===== config.mk =====
export PLATFORM = sky130hd
export DESIGN_NAME = fifo_queue_with_delete_top
export DESIGN_NICKNAME = d
export VERILOG_FILES = /design/src/fqd_pkg.sv /design/src/fifo_queue_with_delete_top.sv
export SDC_FILE = /design/constraint.sdc
export NUM_CORES = 1
export LEC_CHECK = 0
export BUFFER_PORTS_ARGS = -buffer_cell sky130_fd_sc_hd__buf_2
export CAP_MARGIN = 0
export CORE_MARGIN = 2
export CORE_UTILIZATION = 58
export CTS_CLUSTER_DIAMETER = 100
export DETAILED_ROUTE_END_ITERATION = 10
export GPL_TIMING_DRIVEN = 1
export PLACE_DENSITY = 0.75
export SLEW_MARGIN = 20
export SYNTH_ARGS = -nofsm -noshare
export SYNTH_HDL_FRONTEND = slang
export SYNTH_SLANG_ARGS = --single-unit

===== constraint.sdc =====
create_clock -name aclk -period 7.2 [get_ports aclk]
set_input_delay 0 -clock aclk [delete_from_list [all_inputs] [get_ports aclk]]
set_output_delay 0 -clock aclk [all_outputs]
set_load 0.1 [all_outputs]

===== src/fqd_pkg.sv =====
`timescale 1ns / 1ps
// ----------------------------------------------------------------------------
// fqd_pkg: shared types and constants for the handle queue with delete
// depth, widths and the codes of actions, status and controller states
// ----------------------------------------------------------------------------
package fqd_pkg;

    // depth must be a power of two: slot indexes wrap by truncation
    localparam int DEPTH      = 16;
    localparam int VALUE_BITS = 32;
    localparam int PTR_BITS   = $clog2(DEPTH);
    localparam int CNT_BITS   = $clog2(DEPTH + 1);

    localparam logic [CNT_BITS-1:0] FULL_COUNT = CNT_BITS'(DEPTH);

    typedef enum logic [1:0] {
        ACT_ENQUEUE = 2'd0,
        ACT_DEQUEUE = 2'd1,
        ACT_DELETE  = 2'd2,
        ACT_QUERY   = 2'd3
    } action_t;

    typedef enum logic [1:0] {
        STAT_OK     = 2'd0,
        STAT_REJECT = 2'd1,
        STAT_FULL   = 2'd2
    } status_t;

    typedef enum logic [1:0] {
        ST_IDLE,
        ST_DEQ,
        ST_SCAN,
        ST_SHIFT
    } state_t;

endpackage


===== src/fifo_queue_with_delete_top.sv =====
`timescale 1ns / 1ps
// ----------------------------------------------------------------------------
// fifo_queue_with_delete_top: bounded fifo of nonzero handles with delete
// entries live in one synchronous memory; a small controller reads,
// compares and moves entries to serve each item
// ----------------------------------------------------------------------------
// enqueue, query and items rejected without a scan load the result when taken; dequeue
// reads the head entry, then returns it from ST_DEQ; delete scans from the oldest entry up
//   to the match, then moves each entry behind it down one slot; an absent handle scans all
// throughput: one item at a time; the next item is taken as soon as the result
//   register can be freed, so enqueues and queries can follow every cycle while m_tready is high
// reset: aresetn (synchronous, active low) empties the queue; memory not cleared
module fifo_queue_with_delete_top (
    input  logic        aclk,
    input  logic        aresetn,
    input  logic        s_tvalid,
    output logic        s_tready,
    input  logic [39:0] s_tdata,   // action[1:0], value[33:2], zero pad
    output logic        m_tvalid,
    input  logic        m_tready,
    output logic [39:0] m_tdata    // status[1:0], out_value[33:2], count[38:34], zero pad
);

    localparam int PB = fqd_pkg::PTR_BITS;
    localparam int CB = fqd_pkg::CNT_BITS;
    localparam int VB = fqd_pkg::VALUE_BITS;

    // entry storage, one write and one registered read port
    logic [VB-1:0] entry_mem [fqd_pkg::DEPTH];
    logic          mem_we;
    logic [PB-1:0] mem_waddr;
    logic [VB-1:0] mem_wdata;
    logic          mem_re;
    logic [PB-1:0] mem_raddr;
    logic [VB-1:0] mem_rdata_reg;

    // control state
    fqd_pkg::state_t state_reg, state_next;
    logic [PB-1:0]   head_reg, head_next;
    logic [CB-1:0]   count_reg, count_next;
    logic [PB-1:0]   idx_reg, idx_next;     // offset from head of the entry in flight
    logic [VB-1:0]   key_reg, key_next;     // handle being deleted

    // result register
    logic              m_tvalid_reg;
    fqd_pkg::status_t  res_status_reg;
    logic [VB-1:0]     res_value_reg;
    logic [CB-1:0]     res_count_reg;

    logic              res_load;
    fqd_pkg::status_t  res_status;
    logic [VB-1:0]     res_value;
    logic [CB-1:0]     res_count;

    fqd_pkg::action_t in_action;
    logic [VB-1:0]    in_value;
    logic             accept;
    logic [CB-1:0]    idx_inc1;
    logic [CB-1:0]    idx_inc2;

    assign in_action = fqd_pkg::action_t'(s_tdata[1:0]);
    assign in_value  = s_tdata[33:2];
    assign accept    = s_tvalid && s_tready;
    assign idx_inc1  = {1'b0, idx_reg} + CB'(1);
    assign idx_inc2  = {1'b0, idx_reg} + CB'(2);

    // a new item enters only when the controller is free and the result slot
    // is empty or emptied this cycle, so multi-cycle work always finds it free
    assign s_tready = (state_reg == fqd_pkg::ST_IDLE) && (!m_tvalid_reg || m_tready);

    always_comb begin
        state_next = state_reg;
        head_next  = head_reg;
        count_next = count_reg;
        idx_next   = idx_reg;
        key_next   = key_reg;
        mem_we     = 1'b0;
        mem_waddr  = head_reg + count_reg[PB-1:0];
        mem_wdata  = in_value;
        mem_re     = 1'b0;
        mem_raddr  = head_reg;
        res_load   = 1'b0;
        res_status = fqd_pkg::STAT_OK;
        res_value  = '0;
        res_count  = count_reg;

        unique case (state_reg)
            fqd_pkg::ST_IDLE: begin
                if (accept) begin
                    key_next = in_value;
                    unique case (in_action)
                        fqd_pkg::ACT_ENQUEUE: begin
                            res_load = 1'b1;
                            if (in_value == '0) begin
                                res_status = fqd_pkg::STAT_REJECT;
                            end else if (count_reg == fqd_pkg::FULL_COUNT) begin
                                res_status = fqd_pkg::STAT_FULL;
                            end else begin
                                // write behind the tail
                                mem_we     = 1'b1;
                                count_next = count_reg + CB'(1);
                                res_count  = count_next;
                            end
                        end
                        fqd_pkg::ACT_DEQUEUE: begin
                            if (count_reg == '0) begin
                                res_load   = 1'b1;
                                res_status = fqd_pkg::STAT_REJECT;
                            end else begin
                                mem_re     = 1'b1;
                                state_next = fqd_pkg::ST_DEQ;
                            end
                        end
                        fqd_pkg::ACT_DELETE: begin
                            if (in_value == '0 || count_reg == '0) begin
                                res_load   = 1'b1;
                                res_status = fqd_pkg::STAT_REJECT;
                            end else begin
                                // start scanning from the oldest entry
                                mem_re     = 1'b1;
                                idx_next   = '0;
                                state_next = fqd_pkg::ST_SCAN;
                            end
                        end
                        fqd_pkg::ACT_QUERY: begin
                            res_load = 1'b1;
                        end
                    endcase
                end
            end
            fqd_pkg::ST_DEQ: begin
                res_load   = 1'b1;
                res_value  = mem_rdata_reg;
                head_next  = head_reg + PB'(1);
                count_next = count_reg - CB'(1);
                res_count  = count_next;
                state_next = fqd_pkg::ST_IDLE;
            end
            fqd_pkg::ST_SCAN: begin
                // read data belongs to offset idx_reg
                if (mem_rdata_reg == key_reg) begin
                    if (idx_inc1 < count_reg) begin
                        mem_re     = 1'b1;
                        mem_raddr  = head_reg + idx_inc1[PB-1:0];
                        state_next = fqd_pkg::ST_SHIFT;
                    end else begin
                        // match is the newest entry: nothing to move
                        count_next = count_reg - CB'(1);
                        res_count  = count_next;
                        res_load   = 1'b1;
                        state_next = fqd_pkg::ST_IDLE;
                    end
                end else if (idx_inc1 < count_reg) begin
                    mem_re    = 1'b1;
                    mem_raddr = head_reg + idx_inc1[PB-1:0];
                    idx_next  = idx_inc1[PB-1:0];
                end else begin
                    res_load   = 1'b1;
                    res_status = fqd_pkg::STAT_REJECT;
                    state_next = fqd_pkg::ST_IDLE;
                end
            end
            fqd_pkg::ST_SHIFT: begin
                // entry at idx+1 moves down to idx; the next read is two
                // slots ahead, so it never meets this write
                mem_we    = 1'b1;
                mem_waddr = head_reg + idx_reg;
                mem_wdata = mem_rdata_reg;
                if (idx_inc2 < count_reg) begin
                    mem_re    = 1'b1;
                    mem_raddr = head_reg + idx_inc2[PB-1:0];
                    idx_next  = idx_inc1[PB-1:0];
                end else begin
                    count_next = count_reg - CB'(1);
                    res_count  = count_next;
                    res_load   = 1'b1;
                    state_next = fqd_pkg::ST_IDLE;
                end
            end
            default: begin
                state_next = fqd_pkg::ST_IDLE;
            end
        endcase
    end

    // entry memory
    always_ff @(posedge aclk) begin
        if (mem_we) begin
            entry_mem[mem_waddr] <= mem_wdata;
        end
        if (mem_re) begin
            mem_rdata_reg <= entry_mem[mem_raddr];
        end
    end

    // control registers
    always_ff @(posedge aclk) begin
        if (!aresetn) begin
            state_reg    <= fqd_pkg::ST_IDLE;
            head_reg     <= '0;
            count_reg    <= '0;
            idx_reg      <= '0;
            m_tvalid_reg <= 1'b0;
        end else begin
            state_reg <= state_next;
            head_reg  <= head_next;
            count_reg <= count_next;
            idx_reg   <= idx_next;
            if (res_load) begin
                m_tvalid_reg <= 1'b1;
            end else if (m_tready) begin
                m_tvalid_reg <= 1'b0;
            end
        end
    end

    // payload registers
    always_ff @(posedge aclk) begin
        key_reg <= key_next;
        if (res_load) begin
            res_status_reg <= res_status;
            res_value_reg  <= res_value;
            res_count_reg  <= res_count;
        end
    end

    assign m_tvalid = m_tvalid_reg;
    assign m_tdata  = {1'b0, res_count_reg, res_value_reg, res_status_reg};

`ifndef SYNTHESIS
    // occupancy never passes the depth
    assert property (@(posedge aclk) disable iff (!aresetn)
        count_reg <= fqd_pkg::FULL_COUNT)
        else $error("entry count above depth");

    // no item is taken while the controller is busy
    assert property (@(posedge aclk) disable iff (!aresetn)
        state_reg != fqd_pkg::ST_IDLE |-> !s_tready)
        else $error("item accepted during multi-cycle work");

    // a pending result is never overwritten
    assert property (@(posedge aclk) disable iff (!aresetn)
        res_load && m_tvalid_reg |-> m_tready)
        else $error("result register overwritten");

    // gap closing only happens with at least two entries
    assert property (@(posedge aclk) disable iff (!aresetn)
        state_reg == fqd_pkg::ST_SHIFT |-> count_reg >= CB'(2))
        else $error("shift with fewer than two entries");

    // a busy scan keeps its offset inside the held entries
    assert property (@(posedge aclk) disable iff (!aresetn)
        state_reg == fqd_pkg::ST_SCAN |-> {1'b0, idx_reg} < count_reg)
        else $error("scan offset beyond queue length");
`endif

endmodule

==> report_table.html <==
<table>
<tr><th>Metric</th><th>Value</th></tr>
<tr><th colspan="2">Run status</th></tr>
<tr><td>Status</td><td>finished clean</td></tr>
<tr><th colspan="2">Logic synthesis</th></tr>
<tr><td>Compound-Gate Fraction of Synth Area</td><td>0.08074</td></tr>
<tr><td>Portion of the post-synthesis area used by sequential elements</td><td>0.7070</td></tr>
<tr><td>Number of enable-type register cells in the synthesized netlist</td><td>615</td></tr>
<tr><td>Combinational family with the most area after synthesis</td><td>simple AND/OR/NAND/NOR gates</td></tr>
<tr><td>Number of warning messages in the yosys log</td><td>0</td></tr>
<tr><td>Area fraction of the dominant cell type after synthesis</td><td>0.6949</td></tr>
<tr><td>Post-synthesis share of cell area spent on xor and xnor gates</td><td>0.01549</td></tr>
<tr><td>Gate count after technology mapping</td><td>1806</td></tr>
<tr><td>Average footprint of a synthesized cell</td><td>14.72 um2</td></tr>
<tr><td>Largest cells by area after synthesis</td><td>edfxtp_1 (69%), mux2_2 (6.0%), nand3_1 (4.9%)</td></tr>
<tr><td>Netlist cell types</td><td>59</td></tr>
<tr><td>Post-synth top flop</td><td>edfxtp_1</td></tr>
<tr><td>Number of synthesized register bits</td><td>631</td></tr>
<tr><td>Most common cell in the synthesized netlist</td><td>edfxtp_1</td></tr>
<tr><td>Synthesized-area fraction occupied by and/or/nand/nor cells</td><td>0.08653</td></tr>
<tr><td>Post-synth design cell area</td><td>26580 um2</td></tr>
<tr><td>Fraction of synthesis flops using an asynchronous set or reset pin</td><td>0</td></tr>
<tr><td>Adder and majority gate portion of the synthesized area</td><td>0.01685</td></tr>
<tr><td>Portion of netlist area occupied by mux cells</td><td>0.07057</td></tr>
<tr><td>Cell accounting for the most synthesized area</td><td>edfxtp_1</td></tr>
<tr><td>Net count of the mapped netlist</td><td>1884</td></tr>
<tr><td>Top post-synthesis cells by count</td><td>edfxtp_1 (615), nand3_1 (258), mux2_2 (142)</td></tr>
<tr><th colspan="2">Power and ir drop</th></tr>
<tr><td>Power per Cell Area</td><td>391.3 nW/um2</td></tr>
<tr><td>Worst IR drop on VDD</td><td>448.9 uV</td></tr>
<tr><td>Static Leak</td><td>10.14 nW</td></tr>
<tr><th colspan="2">Clock network</th></tr>
<tr><td>Clock latency on the worst-skew pair</td><td>0.64 ns</td></tr>
<tr><td>Post-CTS clock slew at the launch and capture registers of the worst setup and hold paths</td><td>0.06 ns</td></tr>
<tr><td>Inserted Clock Buffers</td><td>61</td></tr>
<tr><td>Clock tree from TritonCTS</td><td>built</td></tr>
<tr><td>Buffers inserted by post-CTS timing repair</td><td>0</td></tr>
<tr><td>Largest buffer count on any clock path</td><td>3</td></tr>
<tr><td>Number of sinks handled by clock tree synthesis</td><td>631</td></tr>
<tr><td>Total number of H-tree levels</td><td>2</td></tr>
<tr><td>Root Buffer</td><td>clkbuf_16</td></tr>
<tr><th colspan="2">Run</th></tr>
<tr><td>Max-cap violations</td><td>0</td></tr>
<tr><th colspan="2">Timing</th></tr>
<tr><td>Worst setup margin</td><td>2.664 ns</td></tr>
<tr><td>Unrepaired setup endpoints after global routing</td><td>false</td></tr>
<tr><td>Max Freq</td><td>220.4 MHz</td></tr>
<tr><td>Final clock skew</td><td>0.02889 ns</td></tr>
<tr><td>Period minus WS final</td><td>4.536 ns</td></tr>
<tr><td>Final worst-path cycle share</td><td>0.6301</td></tr>
<tr><td>Final Max Tran Viols</td><td>0</td></tr>
<tr><td>Slew Limit Headroom</td><td>0.2075</td></tr>
<tr><td>Count of endpoints failing setup in the final report</td><td>0</td></tr>
<tr><td>Setup TNS</td><td>0 ns</td></tr>
<tr><td>Final count of hold timing violations</td><td>0</td></tr>
<tr><td>Actual transition at the worst max-transition pin</td><td>1.189 ns</td></tr>
<tr><th colspan="2">Finish</th></tr>
<tr><td>Total of fill cells in the finished design</td><td>3049</td></tr>
<tr><td>Max reg flops</td><td>512</td></tr>
<tr><td>Post-layout net count</td><td>1975</td></tr>
<tr><td>Area growth from synthesis to layout</td><td>13.71%</td></tr>
<tr><td>Register with the highest flop count</td><td>entry_mem</td></tr>
<tr><td>Layout cells sized above 1</td><td>0.1951</td></tr>
<tr><td>Number of antenna cells inserted</td><td>0</td></tr>
<tr><th colspan="2">Route</th></tr>
<tr><td>Detailed-route DRC error count</td><td>0</td></tr>
<tr><td>Mean number of vias per cell</td><td>6.584</td></tr>
<tr><td>Vias after detailed routing</td><td>16780</td></tr>
<tr><td>Total wire length after detailed routing</td><td>68230 um</td></tr>
<tr><td>Detail Route Antenna Nets</td><td>0</td></tr>
<tr><td>First-iteration detailed-routing DRC count</td><td>2105</td></tr>
<tr><td>Length of the first detailed-routing pass in iterations</td><td>5</td></tr>
<tr><td>Wirelength per Cell</td><td>26.78 um</td></tr>
<tr><th colspan="2">GRT</th></tr>
<tr><td>Total overflow reported by the global router</td><td>0</td></tr>
<tr><td>Combined global-route utilization of all metal layers</td><td>0.2900</td></tr>
<tr><td>Number of global-route vias before repair</td><td>16450</td></tr>
<tr><td>Number of antenna violations at the first check in global routing</td><td>0</td></tr>
<tr><td>Maximum number of pins on one net before global-route repair</td><td>212</td></tr>
<tr><td>Wire length of the first global-routing pass</td><td>101500 um</td></tr>
<tr><th colspan="2">Floorplan</th></tr>
<tr><td>Starting density of the core</td><td>0.5869</td></tr>
<tr><td>Die footprint</td><td>47550 um2</td></tr>
<tr><td>Die height</td><td>218.1 um</td></tr>
<tr><td>I/O pin count</td><td>86</td></tr>
<tr><td>Floorplan core area</td><td>45280 um2</td></tr>
<tr><td>FP Rows</td><td>78</td></tr>
<tr><td>Width of the die</td><td>218.1 um</td></tr>
<tr><th colspan="2">Setup path</th></tr>
<tr><td>Worst path buffer plus inverter count</td><td>1</td></tr>
<tr><td>Internal reg-to-reg setup slack</td><td>2.66 ns</td></tr>
<tr><td>Cell-by-cell listing of the critical path</td><td>ha_4 &gt; nand2b_1 &gt; o31ai_2 &gt; mux2_4 &gt; buf_4 &gt; o21ai_0 &gt; nand3_1 &gt; o211ai_1 &gt; nand4_1</td></tr>
<tr><td>Kind of cell adding the most delay to the critical path</td><td>compound AO/OA/AOI/OAI gates</td></tr>
<tr><td>Critical path arrival</td><td>5.01 ns</td></tr>
<tr><td>Largest stage delay on the critical path</td><td>1.00 ns</td></tr>
<tr><td>Worst path required time</td><td>7.68 ns</td></tr>
<tr><td>Stages on the worst setup path</td><td>9</td></tr>
<tr><td>CP endpoint kind</td><td>flop</td></tr>
<tr><td>Reg-to-Reg Start</td><td>state_reg[0]$_SDFFE_PN0P_</td></tr>
<tr><td>Startpoint type of the worst setup path</td><td>flop</td></tr>
<tr><td>End point of the critical path</td><td>mem_rdata_reg[13]$_DFFE_PP_</td></tr>
<tr><td>Critical path launch point</td><td>state_reg[0]$_SDFFE_PN0P_</td></tr>
<tr><td>RR Endpoint</td><td>mem_rdata_reg[13]$_DFFE_PP_</td></tr>
<tr><td>Slowest-stage cell, CP</td><td>mux2_4</td></tr>
<tr><td>Category of the most critical setup path</td><td>reg2reg</td></tr>
<tr><td>Number of cells on the worst reg-to-reg path</td><td>9</td></tr>
<tr><td>Critical Path Fanout Max</td><td>85</td></tr>
<tr><th colspan="2">Place</th></tr>
<tr><td>HPWL after DPL</td><td>34620 um</td></tr>
<tr><td>Final RePlAce weighted congestion</td><td>0.8544</td></tr>
<tr><td>Worst slack at placement</td><td>2.758 ns</td></tr>
<tr><td>Total of buffers placed on input and output ports</td><td>78</td></tr>
<tr><th colspan="2">Min path</th></tr>
<tr><td>Path type of the worst min-delay path</td><td>in2reg</td></tr>
</table>
cell usage in the layout, fill, tap and decap left out, drive strengths merged, types with 4 or more instances in the layout:
master / Yosys / routed
edfxtp: 615 / 615
xnor2: 37 / 37
a221oi: 5 / 5
clkbuf: 84 / 71
and3: 4 / 4
nand2: 31 / 31
ha: 31 / 31
and2: 37 / 37
nand4: 46 / 46
a21o: 7 / 7
dlygate4sd3: 0 / 38
a21oi: 22 / 22
nor4: 11 / 11
nor2: 30 / 30
nor3: 9 / 9
buf: 39 / 113
xor2: 10 / 10
nand3: 258 / 258
inv: 25 / 26
mux2: 161 / 161
bufinv: 0 / 11
clkinv: 2 / 32
o21ai: 143 / 143
nor2b: 4 / 4
mux2i: 4 / 4
nand2b: 5 / 5
dfxtp: 16 / 16
o211ai: 130 / 130
layer usage:
layer,up-vias,wire (um),global-route usage
met3,202,7019,0.04575
met4,0,3081,0.1256
met1,8342,26280,0.3994
met5,-,0,0
met2,984,31850,0.4628
li1,7249,-,-
area by class of cell:
cell class              count  area [um2]  area share
flip-flops and latches    631       18790      0.6218
multi-input cells        1025        7411      0.2452
clock buffers              71        1585     0.05246
repair buffers            151        1071     0.03544
well taps                 600       750.7     0.02484
clock inverters            43       510.5     0.01689
inverters                  27       101.3    0.003354
cells by family (layout without fill, tap and decap cells):
logic type,count (synthesis),count (layout)
flip-flops,631,631
AND/OR/NAND/NOR,443,443
AO/OA/AOI/OAI,334,334
multiplexers,166,166
buffers and inverters,150,292
XOR/XNOR,47,47
adder cells (fa/ha/maj),34,34
other,1,1
through the flow:
| stage | area [um2] | power [W] | hold slack, ns | instances | utilization |
|---|---|---|---|---|---|
| 2_1_floorplan | 26580 | 0.007575 | 0.09887 | 1806 | - |
| 3_3_place_gp | 27720 | 0.008407 | 0.2093 | 2395 | 0.6122 |
| 3_5_place_dp | 27720 | 0.008488 | 0.2128 | 2395 | 0.6122 |
| 4_1_cts | 30200 | 0.01181 | 0.08995 | 2547 | 0.6669 |
| 5_1_grt | 30220 | 0.01226 | 0.1218 | 2548 | 0.6673 |
| 6_report | 30220 | 0.01182 | 0.1175 | 2548 | 0.6673 |
power breakdown:
| group | total (W) | internal [W] | leakage (nW) | switching (W) |
|---|---|---|---|---|
| combinational | 0.00384 | 0.00111 | 3.40 | 0.00274 |
| sequential | 0.00465 | 0.00450 | 5.71 | 0.000150 |
| clock | 0.00333 | 0.00197 | 1.03 | 0.00136 |
what timing repair did:
action,4_1_cts,5_1_grt
hold endpoints to repair,432,0
gates resized for setup,0,0
hold buffers,38,0
worst min path at each step:
stage,from,endpoint,slack [ns],depth (start not counted)
after floorplan,s_tdata[2],key_reg[0]$_DFFE_PP_,0.1,0
after global placement,s_tdata[8],key_reg[6]$_DFFE_PP_,0.21,1
after detailed placement,s_tdata[7],key_reg[5]$_DFFE_PP_,0.21,1
after CTS,s_tdata[7],key_reg[5]$_DFFE_PP_,0.09,2
after global routing,s_tdata[6],key_reg[4]$_DFFE_PP_,0.12,2
final,s_tdata[6],key_reg[4]$_DFFE_PP_,0.12,2
No activity file was read; power rests on OpenSTA's default activity.
